<file path="config.mk">
export PLATFORM = sky130hd
export DESIGN_NAME = numeric_literal_lexer_unit_flat
export DESIGN_NICKNAME = d
export VERILOG_FILES = /design/src/rtl/nll_pkg.sv /design/src/rtl/nll_intf.sv /design/src/rtl/numeric_literal_lexer_unit.sv /design/src/flat_wrapper.sv
export SDC_FILE = /design/constraint.sdc
export NUM_CORES = 1
export LEC_CHECK = 0
export ABC_AREA = 1
export BUFFER_PORTS_ARGS = -buffer_cell sky130_fd_sc_hd__clkbuf_2
export CAP_MARGIN = 5
export CORE_MARGIN = 1.5
export CORE_UTILIZATION = 44
export CTS_CLUSTER_DIAMETER = 100
export DETAILED_ROUTE_END_ITERATION = 8
export GPL_TIMING_DRIVEN = 0
export SLEW_MARGIN = 40
export SYNTH_ARGS = -nofsm -noshare
export SYNTH_HDL_FRONTEND = slang
export SYNTH_SLANG_ARGS = --single-unit
</file>
<file path="constraint.sdc">
create_clock -name clk_i -period 2.62 [get_ports clk_i]
set_input_delay 0.524 -clock clk_i [delete_from_list [all_inputs] [get_ports clk_i]]
set_output_delay 0.524 -clock clk_i [all_outputs]
set_load 0.01 [all_outputs]
</file>
<file path="src/rtl/nll_pkg.sv">
// ----------------------------------------------------------------------------
// nll_pkg: numeric literal lexer package
// Status and mode codes, lexer state record and character class helpers.
// ----------------------------------------------------------------------------
`default_nettype none

package nll_pkg;

  typedef enum logic [1:0] {
    StCont = 2'd0,
    StDone = 2'd1,
    StEnd  = 2'd2,
    StErr  = 2'd3
  } status_e;

  typedef enum logic [2:0] {
    ModeZero = 3'd0,
    ModeBin  = 3'd1,
    ModeOct  = 3'd2,
    ModeDec  = 3'd3,
    ModeHex  = 3'd4,
    ModeSuf  = 3'd5
  } mode_e;

  localparam int unsigned CharW = 8;

  typedef logic [CharW-1:0] char_t;

  typedef struct packed {
    logic       started;
    mode_e      mode;
    logic       dot_seen;
    logic       exp_seen;
    logic       u_seen;
    logic       l_seen;
    logic       f_seen;
    char_t      prev_char;
    logic [1:0] chars_taken;
  } lex_state_t;

  localparam lex_state_t LexStateClear = '{
    started:     1'b0,
    mode:        ModeZero,
    dot_seen:    1'b0,
    exp_seen:    1'b0,
    u_seen:      1'b0,
    l_seen:      1'b0,
    f_seen:      1'b0,
    prev_char:   '0,
    chars_taken: 2'd0
  };

  // Prefix length "0x" / "0b": an empty prefix has exactly two bytes taken.
  localparam logic [1:0] PrefixLen = 2'd2;

  function automatic logic is_dig(input char_t c);
    return (c >= "0") && (c <= "9");
  endfunction

  function automatic logic is_oct(input char_t c);
    return (c >= "0") && (c <= "7");
  endfunction

  function automatic logic is_bin(input char_t c);
    return (c == "0") || (c == "1");
  endfunction

  function automatic logic is_hex(input char_t c);
    return is_dig(c) || ((c >= "a") && (c <= "f")) || ((c >= "A") && (c <= "F"));
  endfunction

  function automatic logic is_suf(input char_t c);
    return (c == "u") || (c == "U") || (c == "l") || (c == "L") ||
           (c == "f") || (c == "F");
  endfunction

  function automatic logic is_sign(input char_t c);
    return (c == "+") || (c == "-");
  endfunction

endpackage

`default_nettype wire

</file>
<file path="src/rtl/nll_intf.sv">
// ----------------------------------------------------------------------------
// nll_intf: numeric literal lexer channels
// Valid/ready channels for the character stream and the per-character result.
// ----------------------------------------------------------------------------
`default_nettype none

interface nll_char_if;
  logic       valid;
  logic       ready;
  logic       start_req;
  logic [7:0] char_in;

  modport source (output valid, output start_req, output char_in, input ready);
  modport sink   (input valid, input start_req, input char_in, output ready);
endinterface

interface nll_res_if;
  logic       valid;
  logic       ready;
  logic [1:0] status_code;
  logic [2:0] mode_out;
  logic       has_dot;
  logic       has_exponent;
  logic       unsigned_suffix;
  logic       long_suffix;
  logic       float_suffix;

  modport source (output valid, output status_code, output mode_out, output has_dot,
                  output has_exponent, output unsigned_suffix, output long_suffix,
                  output float_suffix, input ready);
  modport sink   (input valid, input status_code, input mode_out, input has_dot,
                  input has_exponent, input unsigned_suffix, input long_suffix,
                  input float_suffix, output ready);
endinterface

`default_nettype wire

</file>
<file path="src/rtl/numeric_literal_lexer_unit.sv">
// ----------------------------------------------------------------------------
// numeric_literal_lexer_unit: C-style numeric literal lexer
// Takes one character per transfer and returns one status/mode/flags result.
// ----------------------------------------------------------------------------
//
//  channel  | dir | payload                                   | handshake
//  ---------+-----+-------------------------------------------+-------------
//  in_i     | in  | start_req, char_in                        | valid/ready
//  out_o    | out | status_code, mode_out, has_dot,           | valid/ready
//           |     | has_exponent, unsigned/long/float_suffix  |
//
//  Two stages: an input register, then the lexer step feeding a result
//  register. A character is held in the input register, then its result
//  in the result register. Throughput is one character per cycle while
//  out_o is ready; the limit is the lexer state loop, which updates as
//  a character moves to the result. Reset clears the lexer state and
//  both stage valid bits. A stalled result holds the pipe; the input
//  stage still takes a character when it is empty or moves on that cycle.
// ----------------------------------------------------------------------------
`default_nettype none

module numeric_literal_lexer_unit
  import nll_pkg::*;
(
  input  wire logic   clk_i,
  input  wire logic   rst_ni,
  nll_char_if.sink    in_i,
  nll_res_if.source   out_o
);

  // Input stage
  logic  in_vld_q;
  logic  in_start_q;
  char_t in_char_q;

  // Result stage
  logic       res_vld_q;
  status_e    res_status_q;
  lex_state_t res_state_q;

  // Lexer state
  lex_state_t state_q, state_d;
  status_e    status;

  logic advance;   // input stage moves into the result stage
  logic in_take;   // input transfer this cycle
  logic in_ready;

  assign advance  = in_vld_q && (!res_vld_q || out_o.ready);
  assign in_ready = !in_vld_q || advance;
  assign in_take  = in_i.valid && in_ready;

  assign in_i.ready = in_ready;

  // One lexer step. Some rejecting paths still leave state behind: a bad
  // first character marks the literal started, and a suffix letter moves the
  // mode to suffix even when the suffix itself is refused.
  always_comb begin
    lex_state_t base;
    logic       suf_chk;
    base    = in_start_q ? LexStateClear : state_q;
    state_d = base;
    status  = StCont;
    suf_chk = 1'b0;

    if (in_char_q == '0) begin
      status = StErr;   // end of input
    end else if (!base.started) begin
      state_d.started = 1'b1;
      if (in_char_q != "0") begin
        if (!is_dig(in_char_q)) begin
          status = StErr;
        end else begin
          state_d.mode = ModeDec;
        end
      end
    end else begin
      unique case (base.mode)
        ModeZero: begin
          if ((in_char_q == "x") || (in_char_q == "X")) begin
            state_d.mode = ModeHex;
          end else if ((in_char_q == "b") || (in_char_q == "B")) begin
            state_d.mode = ModeBin;
          end else if (is_oct(in_char_q)) begin
            state_d.mode = ModeOct;
          end else if (in_char_q == ".") begin
            state_d.mode     = ModeDec;
            state_d.dot_seen = 1'b1;
          end else begin
            status = StEnd;
          end
        end
        ModeDec: begin
          if (!is_dig(in_char_q)) begin
            if (in_char_q == ".") begin
              if (base.exp_seen || base.dot_seen) status = StErr;
              else state_d.dot_seen = 1'b1;
            end else if (in_char_q == "e") begin
              if (base.exp_seen) status = StErr;
              else state_d.exp_seen = 1'b1;
            end else if (is_suf(in_char_q)) begin
              state_d.mode = ModeSuf;
              suf_chk      = 1'b1;
            end else if (is_sign(in_char_q)) begin
              if (base.prev_char != "e") status = StEnd;
            end else if ((base.exp_seen && is_sign(base.prev_char)) ||
                         (base.prev_char == ".")) begin
              status = StErr;   // dangling point or exponent sign
            end else begin
              status = StEnd;
            end
          end
        end
        ModeHex: begin
          if (!base.exp_seen) begin
            if (!is_hex(in_char_q)) begin
              if (in_char_q == ".") begin
                if (base.dot_seen) status = StErr;
                else state_d.dot_seen = 1'b1;
              end else if (in_char_q == "p") begin
                if (base.chars_taken == PrefixLen) status = StErr;
                else state_d.exp_seen = 1'b1;
              end else if (is_suf(in_char_q)) begin
                state_d.mode = ModeSuf;
                suf_chk      = 1'b1;
              end else if ((base.chars_taken == PrefixLen) ||
                           (base.prev_char == ".")) begin
                status = StErr;   // empty prefix or dangling point
              end else begin
                status = StEnd;
              end
            end
          end else if (!is_sign(in_char_q)) begin
            status = StErr;   // hex exponent needs a sign
          end else begin
            state_d.mode = ModeDec;
          end
        end
        ModeOct: begin
          if (!is_oct(in_char_q)) begin
            if (is_suf(in_char_q)) begin
              state_d.mode = ModeSuf;
              suf_chk      = 1'b1;
            end else begin
              status = StEnd;
            end
          end
        end
        ModeBin: begin
          if (!is_bin(in_char_q)) begin
            if (is_suf(in_char_q)) begin
              state_d.mode = ModeSuf;
              suf_chk      = 1'b1;
            end else if (base.chars_taken == PrefixLen) begin
              status = StErr;
            end else begin
              status = StEnd;
            end
          end
        end
        ModeSuf: suf_chk = 1'b1;
        default: status = StEnd;
      endcase

      if (suf_chk) begin
        if ((in_char_q == "u") || (in_char_q == "U")) begin
          if (base.u_seen) status = StErr;
          else state_d.u_seen = 1'b1;
        end else if ((in_char_q == "l") || (in_char_q == "L")) begin
          if (base.l_seen) status = StErr;
          else state_d.l_seen = 1'b1;
        end else if ((in_char_q == "f") || (in_char_q == "F")) begin
          if (base.u_seen || base.l_seen) status = StErr;
          else state_d.f_seen = 1'b1;
        end else begin
          status = StEnd;
        end
      end
    end

    // Consumed character: remember it and bump the saturating count.
    if (status == StCont) begin
      state_d.prev_char = in_char_q;
      if (base.chars_taken != 2'd3) state_d.chars_taken = base.chars_taken + 2'd1;
      if ((state_d.u_seen && state_d.l_seen) || state_d.f_seen) status = StDone;
    end
  end

  // Control registers
  always_ff @(posedge clk_i or negedge rst_ni) begin
    if (!rst_ni) begin
      in_vld_q  <= 1'b0;
      res_vld_q <= 1'b0;
      state_q   <= LexStateClear;
    end else begin
      if (in_ready) in_vld_q <= in_i.valid;
      if (advance) begin
        res_vld_q <= 1'b1;
        state_q   <= state_d;
      end else if (out_o.ready) begin
        res_vld_q <= 1'b0;
      end
    end
  end

  // Payload registers
  always_ff @(posedge clk_i) begin
    if (in_take) begin
      in_start_q <= in_i.start_req;
      in_char_q  <= in_i.char_in;
    end
    if (advance) begin
      res_status_q <= status;
      res_state_q  <= state_d;
    end
  end

  assign out_o.valid           = res_vld_q;
  assign out_o.status_code     = res_status_q;
  assign out_o.mode_out        = res_state_q.mode;
  assign out_o.has_dot         = res_state_q.dot_seen;
  assign out_o.has_exponent    = res_state_q.exp_seen;
  assign out_o.unsigned_suffix = res_state_q.u_seen;
  assign out_o.long_suffix     = res_state_q.l_seen;
  assign out_o.float_suffix    = res_state_q.f_seen;

endmodule

`default_nettype wire

</file>
<file path="src/flat_wrapper.sv">
// flat-port wrapper written by rule: the top's interface ports become plain ports
module numeric_literal_lexer_unit_flat import nll_pkg::*;
  (clk_i, rst_ni, in_i_valid, in_i_start_req, in_i_char_in, in_i_ready, out_o_valid, out_o_status_code, out_o_mode_out, out_o_has_dot, out_o_has_exponent, out_o_unsigned_suffix, out_o_long_suffix, out_o_float_suffix, out_o_ready);
  nll_char_if in_i_i ();
  nll_res_if out_o_i ();
  input  wire logic clk_i;
  input  wire logic rst_ni;
  input wire logic [$bits(in_i_i.valid)-1:0] in_i_valid;
  input wire logic [$bits(in_i_i.start_req)-1:0] in_i_start_req;
  input wire logic [$bits(in_i_i.char_in)-1:0] in_i_char_in;
  output wire logic [$bits(in_i_i.ready)-1:0] in_i_ready;
  output wire logic [$bits(out_o_i.valid)-1:0] out_o_valid;
  output wire logic [$bits(out_o_i.status_code)-1:0] out_o_status_code;
  output wire logic [$bits(out_o_i.mode_out)-1:0] out_o_mode_out;
  output wire logic [$bits(out_o_i.has_dot)-1:0] out_o_has_dot;
  output wire logic [$bits(out_o_i.has_exponent)-1:0] out_o_has_exponent;
  output wire logic [$bits(out_o_i.unsigned_suffix)-1:0] out_o_unsigned_suffix;
  output wire logic [$bits(out_o_i.long_suffix)-1:0] out_o_long_suffix;
  output wire logic [$bits(out_o_i.float_suffix)-1:0] out_o_float_suffix;
  input wire logic [$bits(out_o_i.ready)-1:0] out_o_ready;
  assign in_i_i.valid = in_i_valid;
  assign in_i_i.start_req = in_i_start_req;
  assign in_i_i.char_in = in_i_char_in;
  assign in_i_ready = in_i_i.ready;
  assign out_o_valid = out_o_i.valid;
  assign out_o_status_code = out_o_i.status_code;
  assign out_o_mode_out = out_o_i.mode_out;
  assign out_o_has_dot = out_o_i.has_dot;
  assign out_o_has_exponent = out_o_i.has_exponent;
  assign out_o_unsigned_suffix = out_o_i.unsigned_suffix;
  assign out_o_long_suffix = out_o_i.long_suffix;
  assign out_o_float_suffix = out_o_i.float_suffix;
  assign out_o_i.ready = out_o_ready;
  numeric_literal_lexer_unit u_core (.clk_i(clk_i), .rst_ni(rst_ni), .in_i(in_i_i), .out_o(out_o_i));
endmodule
</file>
==> summary.txt, run 1 <==
Status
  – Status: finished, final reports clean

Drt
  – Total wire length: 6.59 mm
  – # DRC: 0
  – Vias/cell: 5.14
  – Initial drt markers: 151
  – Antenna-violating nets left: 0
  – Wire per inst: 13.7 um
  – Vias: between 2000 and 2500
  – 1st-pass router iterations: 5

Yosys
  – Ys Warns: 0
  – Mean Syn Cell Area: ~7.1 um2
  – Mapped Area: 2640 um2
  – Register area share after synthesis: 0.415
  – Post-Syn Nets: just under 400
  – Synth unique cells: 32
  – Yosys reg bits: 40
  – Mapped Cells: roughly 370

GRT
  – First-pass GRT wire length: 11.1 mm
  – Initial antenna violation count: 0
  – GR Util All Layers: 0.230
  – GR Overflow Total: 0
  – Number of global-route vias before repair: 2298
  – Largest net degree at the start of global routing: 22

STA
  – Final hold vios: 0
  – Worst Clk Skew: 0.00982 ns
  – Worst Tran Pin Value: between 0.5 and 0.6 ns
  – Max Clk Rate: 0.415 GHz
  – Tmin final: about 2.4 ns
  – Final setup TNS: 0 ns
  – RSZ-0062 raised after global routing: no
  – Finish-stage setup viols: 0
  – Worst Setup Slack, final: about 0.21 ns
  – Fin. max-slew vios: 0
  – Slew headroom: 0.631
  – Period utilisation layout: 0.920

Worst setup path
  – Slowest cell on crit path: edfxtp_1
  – Crit path required time: 2.66 ns
  – Crit path largest cell delay: around 0.47 ns
  – CP dominant cell by count: inv_1
  – Crit end category: register
  – Crit Path Category: register to register
  – Cell family with most CP delay: simple AND/OR/NAND/NOR gates
  – Startpoint Class: register
  – WP buf/inv: 4
  – CP arrival: 2.45 ns
  – Cells along the critical path: buf_2 > nor2_1 > inv_1 > nor2_2 > inv_1 > a21oi_1 > nand3_1 > o21ai_0 > inv_1
  – Peak fanout along the critical path: 10

Floorplanning
  – Core area: a little under 6000 um2
  – Die height: ~80 um
  – Initial Util: 0.451
  – Full die area: 6470 um2
  – Die width: 80.5 um
  – I/O pin cnt: 25
  – # rows: 28

Layout
  – Antenna cells: 0
  – Layout cells sized above 1: 0.170
  – Final nets: 417
  – Area Overhead vs Synth: 12.4%

Pwr
  – P per Cell Area: 657 nW/um2
  – Switching share of total power: 0.350
  – Leakage: roughly 1.6 nW
  – Internal: approximately 1.3 mW
  – VDD IR-drop max: 440 uV
  – Combinational fraction of design power: 0.302
  – Sw Pwr: 0.683 mW
  – Seq pwr share: 0.447
  – Clock power frac: 0.251

Job
  – Max-cap viol count: 0

CTS
  – Clock sink count: 40
  – CTS-repair resized insts: 0
  – Setup Buffers After CTS: 0
  – Clock latency on the worst-skew pair: 0.30 ns
  – CTS tree: yes
  – H-tree depth: 2
  – Clock root buffer: clkbuf_8
  – CTS Buf Count: 5
  – Max Buffers Root-to-Sink: 2
  – Cts hold-fix bufs: 0
  – Clock slew at reported path FFs: 0.07 ns

Place
  – Post-DP HPWL: 5.33 mm
  – Port Buffers: 24
  – DP Worst Slack: 0.247 ns
  – Gpl congestion: 0.931

Worst hold path
  – HP Class: primary input to asynchronous set/reset pin
==> placed cells by master (no fill, tap or decap), types with 2 or more instances in the layout <==
cell type / instances
inv_2: 9
nor2_2: 6
o21ai_0: 15
o22ai_1: 5
nand3_1: 41
inv_1: 43
nand2_2: 6
clkbuf_8: 5
dfrtp_1: 21
clkbuf_2: 24
nand2_1: 112
nand2_4: 3
clkbuf_1: 3
nand3_2: 4
o21ai_1: 2
a21oi_1: 7
nor3_1: 5
edfxtp_1: 19
nand3_4: 2
nand4_1: 9
nor2_1: 49
==> state kept, by name (all words and copies together), names as in the netlist, 2 cells and up <==
register,count
u_core.in_char_q,8
u_core.out_o.mode_out,3
u_core.out_o.status_code,2
u_core.state_q,19
==> final cells by class <==
type / count / area [um2]
fillers: 595 / 2880
multi-input cells: 274 / 1300
flip-flops and latches: 40 / 1100
inverters: 53 / 201
repair buffers: 24 / 120
well taps: 75 / 93.8
clock buffers: 6 / 72.6
plain buffers: 6 / 46.3
clock inverters: 2 / 35.0
==> through the flow <==
stage | area, um2 | hold WS [ns] | std cells | total power, mW | utilization
CTS | 2960 | 0.225 | 480 | 1.96 | 0.506
finish | 2970 | 0.203 | 480 | 1.95 | 0.507
global route | 2970 | 0.237 | 480 | 2.08 | 0.507
floorplan | 2640 | 0.228 | 373 | 1.30 | -
global placement | 2850 | 0.470 | 472 | 1.47 | 0.488
detailed placement | 2850 | 0.468 | 472 | 1.47 | 0.488
==> logic make-up after synthesis <==
group / Yosys count / share of synthesized area
flip-flops: 40 / 0.415
AO/OA/AOI/OAI: 33 / 0.0706
AND/OR/NAND/NOR: 241 / 0.420
buffers and inverters: 59 / 0.0938
==> final timing paths <==
path / startpoint / to / slack [ns] / cells past startpoint
setup / recovery: u_core.in_start_q / u_core.out_o.has_dot / 0.21 / 9
hold / removal: rst_ni / u_core.state_q[17] / 0.20 / 1
setup reg to reg: u_core.in_start_q / u_core.out_o.has_dot / 0.21 / 9
hold reg to reg: u_core.state_q[7] / u_core.state_q[7] / 0.49 / 2
max in group asynchronous: rst_ni / u_core.state_q[0] / 2.05 / 1
min in group clk_i: in_i_char_in[3] / u_core.in_char_q[3] / 0.41 / 1
==> synthesized netlist by cell type (all sizes together) <==
library cell	count	area [um2]
a211oi	1	7.51
a21oi	7	35.0
a221oi	1	8.76
buf	4	38.8
clkbuf	2	7.51
dfrtp	21	526
edfxtp	19	571
inv	53	201
nand2	121	492
nand3	47	280
nand3b	1	7.51
nand4	9	56.3
nor2	56	233
nor3	6	35.0
nor4	1	6.26
o21ai	17	85.1
o21bai	2	18.8
o22ai	5	31.3
==> power groups by stage <==
stage	clock, mW	sequential (mW)	combinational [mW]
after global placement	0	0.884	0.584
final	0.489	0.873	0.589
after global routing	0.522	0.891	0.670
after CTS	0.498	0.872	0.588
after detailed placement	0	0.885	0.585
after floorplan	0	0.882	0.417
==> layer usage <==
layer  global-route usage  part of all wire  up-vias
li1                     -                 -     1269
met1                0.308              0.45     1111
met2                0.382              0.48       74
met3               0.0341             0.051       11
met4               0.0690             0.021        0
met5                    0                 0        -
Note: power is estimated with default switching activity, not from simulation.
==> run 2, diff against run 1 <==
--- a/config.mk
+++ b/config.mk
@@ -8,6 +8,7 @@
 export ABC_AREA = 1
 export BUFFER_PORTS_ARGS = -buffer_cell sky130_fd_sc_hd__clkbuf_2
 export CAP_MARGIN = 5
+export CORE_ASPECT_RATIO = 0.7
 export CORE_MARGIN = 1.5
 export CORE_UTILIZATION = 44
 export CTS_CLUSTER_DIAMETER = 100
==> run 2 against run 1 <==
  * Worst setup slack improved by 0.056 ns
  * Hold slack improved by 0.012 ns
  * Critical path depth rose by 4
  * Die area up 0.11%
  * Sequential cell count stayed put
  * Routed wire length is 4.0% higher
  * Final area fell by 0.80%
  * Combinational power hardly changed
  * Global-route usage shrank 0.16 points
  * Non-clock buffer count stayed put
  * Total power decreased by 4.5%
==> summary.txt, run 2 (synthesized netlist as in run 1, its figures left out) <==
STA
  – Finish-stage setup viols: 0 (unchanged)
  – Period utilisation layout: 0.899 (was 0.920)
  – RSZ-0062 raised after global routing: no (unchanged)
  – Max Clk Rate: 0.424 GHz (was 0.415 GHz)
  – Worst Clk Skew: 0.00776 ns (was 0.00982 ns)
  – Fin. max-slew vios: 0 (unchanged)
  – Slew headroom: 0.618 (was 0.631)
  – Final setup TNS: 0 ns (unchanged)
  – Worst Tran Pin Value: 0.573 ns (was 0.554 ns)
  – Final hold vios: 0 (unchanged)
  – Tmin final: 2.36 ns (was 2.41 ns)

Drt
  – Vias: 2498 (was 2465)
  – Initial drt markers: 190 (was 151)
  – Wire per inst: 14.3 um (was 13.7 um)
  – 1st-pass router iterations: 5 (unchanged)
  – Vias/cell: 5.20 (was 5.14)
  – Total wire length: 6.85 mm (was 6.59 mm)
  – Antenna-violating nets left: 0 (unchanged)
  – # DRC: 0 (unchanged)

Job
  – Max-cap viol count: 0 (unchanged)

Floorplanning
  – Full die area: 6480 um2 (was 6470 um2)
  – I/O pin cnt: 25 (unchanged)
  – Core area: 5760 um2 (was 5850 um2)
  – Initial Util: 0.459 (was 0.451)
  – Die height: 67.8 um (was 80.5 um)
  – Die width: 95.6 um (was 80.5 um)
  – # rows: 23 (was 28)

GRT
  – GR Overflow Total: 0 (unchanged)
  – First-pass GRT wire length: 10.8 mm (was 11.1 mm)
  – GR Util All Layers: 0.228 (was 0.230)
  – Largest net degree at the start of global routing: 22 (unchanged)
  – Number of global-route vias before repair: 2227 (was 2298)
  – Initial antenna violation count: 0 (unchanged)

Pwr
  – Final Power: 1.86 mW (was 1.95 mW)
  – Leakage: 1.54 nW (was 1.55 nW)
  – VDD IR-drop max: 346 uV (was 440 uV)
  – P per Cell Area: 633 nW/um2 (was 657 nW/um2)

Worst setup path
  – Cells along the critical path: buf_2 > nor2_2 > inv_1 > nand3_1 > nand2_1 > inv_2 > nand3_4 > nand4_1 > nand2_1 > nand2_1 > inv_1 > o21ai_1 > nand2_1 (was buf_2 > nor2_1 > inv_1 > nor2_2 > inv_1 > a21oi_1 > nand3_1 > o21ai_0 > inv_1)
  – CP arrival: 2.40 ns (was 2.45 ns)
  – Peak fanout along the critical path: 10 (unchanged)
  – Crit Path Category: register to register (unchanged)
  – WP buf/inv: 4 (unchanged)
  – Cell family with most CP delay: simple AND/OR/NAND/NOR gates (unchanged)
  – CP dominant cell by count: nand2_1 (was inv_1)
  – Crit end category: register (unchanged)
  – Startpoint Class: register (unchanged)
  – Crit path largest cell delay: 0.48 ns (was 0.47 ns)
  – Crit path required time: 2.66 ns (about the same)
  – Slowest cell on crit path: edfxtp_1 (unchanged)
  – Worst R2R Setup Slack: 0.26 ns (was 0.21 ns)

Layout
  – Reg with most FFs: u_core.state_q (unchanged)
  – Most common cell after layout, fill and taps aside: nand2_1 (unchanged)
  – Number of flip-flops in the largest register: 19 (unchanged)
  – Area Overhead vs Synth: 11.5% (was 12.4%)
  – Cell area after layout: 2940 um2 (was 2970 um2)
  – Final nets: 417 (unchanged)
  – Most frequent cells in the layout: nand2_1, nor2_1, inv_1, nand3_1, clkbuf_2 (unchanged)
  – Antenna cells: 0 (unchanged)
  – Layout cells sized above 1: 0.170 (unchanged)
  – Final Non-Filler Cells: 480 (unchanged)

CTS
  – CTS Buf Count: 5 (unchanged)
  – Clock sink count: 40 (unchanged)
  – Clock slew at reported path FFs: 0.08 ns (was 0.07 ns)
  – Clock root buffer: clkbuf_8 (unchanged)
  – Max Buffers Root-to-Sink: 2 (unchanged)
  – Clock latency on the worst-skew pair: 0.29 ns (was 0.30 ns)
  – H-tree depth: 2 (unchanged)
  – CTS tree: yes (unchanged)
  – Cts hold-fix bufs: 0 (unchanged)

Place
  – Post-placement cell count: 472 (unchanged)
  – Placed Area: 2850 um2 (unchanged)
  – Gpl congestion: 0.924 (was 0.931)
  – Post-DP HPWL: 5.37 mm (was 5.33 mm)
  – Port Buffers: 24 (unchanged)

Worst hold path
  – HP Class: primary input to asynchronous set/reset pin (unchanged)

Status
  – Status: finished, final reports clean (unchanged)
==> run 2: cell types whose count changed in the layout (fill, tap and decap cells not counted), sizes merged <==
cell / before / now
bufinv: 1 / 0
clkbuf: 32 / 33
==> run 2: worst register-to-register path: stages, from the launching register on <==
cell and delay (ns):
edfxtp_1 0.48, buf_2 0.24, nor2_2 0.33, inv_1 0.17
nand3_1 0.14, nand2_1 0.07, inv_2 0.06, nand3_4 0.10
nand4_1 0.14, nand2_1 0.10, nand2_1 0.07, inv_1 0.04
o21ai_1 0.11, nand2_1 0.07
==> run 2: where the power goes <==
part	switching, mW	total [mW]	internal, mW
Clock	0.212	0.399	0.187
Sequential	0.0846	0.875	0.790
Combinational	0.393	0.588	0.195
Total	0.690	1.86	1.17
==> run 2: area by class of cell <==
type | count | area [um2]
buffer | 6 | 46.3
sequential | 40 | 1100
inverter | 53 | 201
clock buffer | 7 | 76.3
fill | 596 | 2810
timing repair buffer | 24 | 120
multi-input combinational | 274 | 1310
clock inverter | 1 | 5.00
tap | 75 | 93.8
==> run 2: final timing paths <==
check                                   from                           to  cells after the start
min in group clk_i           in_i_char_in[7]          u_core.in_char_q[7]                      1
min reg2reg                u_core.state_q[8]            u_core.state_q[8]                      2
max in group asynchronous             rst_ni            u_core.state_q[3]                      1
max reg2reg                u_core.in_start_q  u_core.out_o.status_code[0]                     13
max                        u_core.in_start_q  u_core.out_o.status_code[0]                     13
min                                   rst_ni           u_core.state_q[17]                      1
==> run 2: routing by layer <==
layer	up-vias	share of wire	global-route usage
li1	1274	-	-
met1	1127	0.50	0.328
met2	91	0.43	0.348
met3	6	0.067	0.0484
met4	0	0.0074	0.0570
met5	-	0	0
==> run 2: repair_timing <==
action | 4_1_cts | 5_1_grt
endpoints found under the hold margin | 0 | 0
buffers inserted | 0 | 0
resized for setup | 0 | 2
endpoints found under the setup margin | 0 | 10
==> run 2: per-stage QoR <==
| stage | setup slack [ns] | hold slack [ns] | util |
|---|---|---|---|
| after floorplan | 0.719 | 0.228 | - |
| after global placement | 0.129 | 0.468 | 0.496 |
| after detailed placement | 0.156 | 0.466 | 0.496 |
| after CTS | 0.135 | 0.223 | 0.510 |
| after global routing | 0.00653 | 0.236 | 0.512 |
| final | 0.264 | 0.216 | 0.512 |
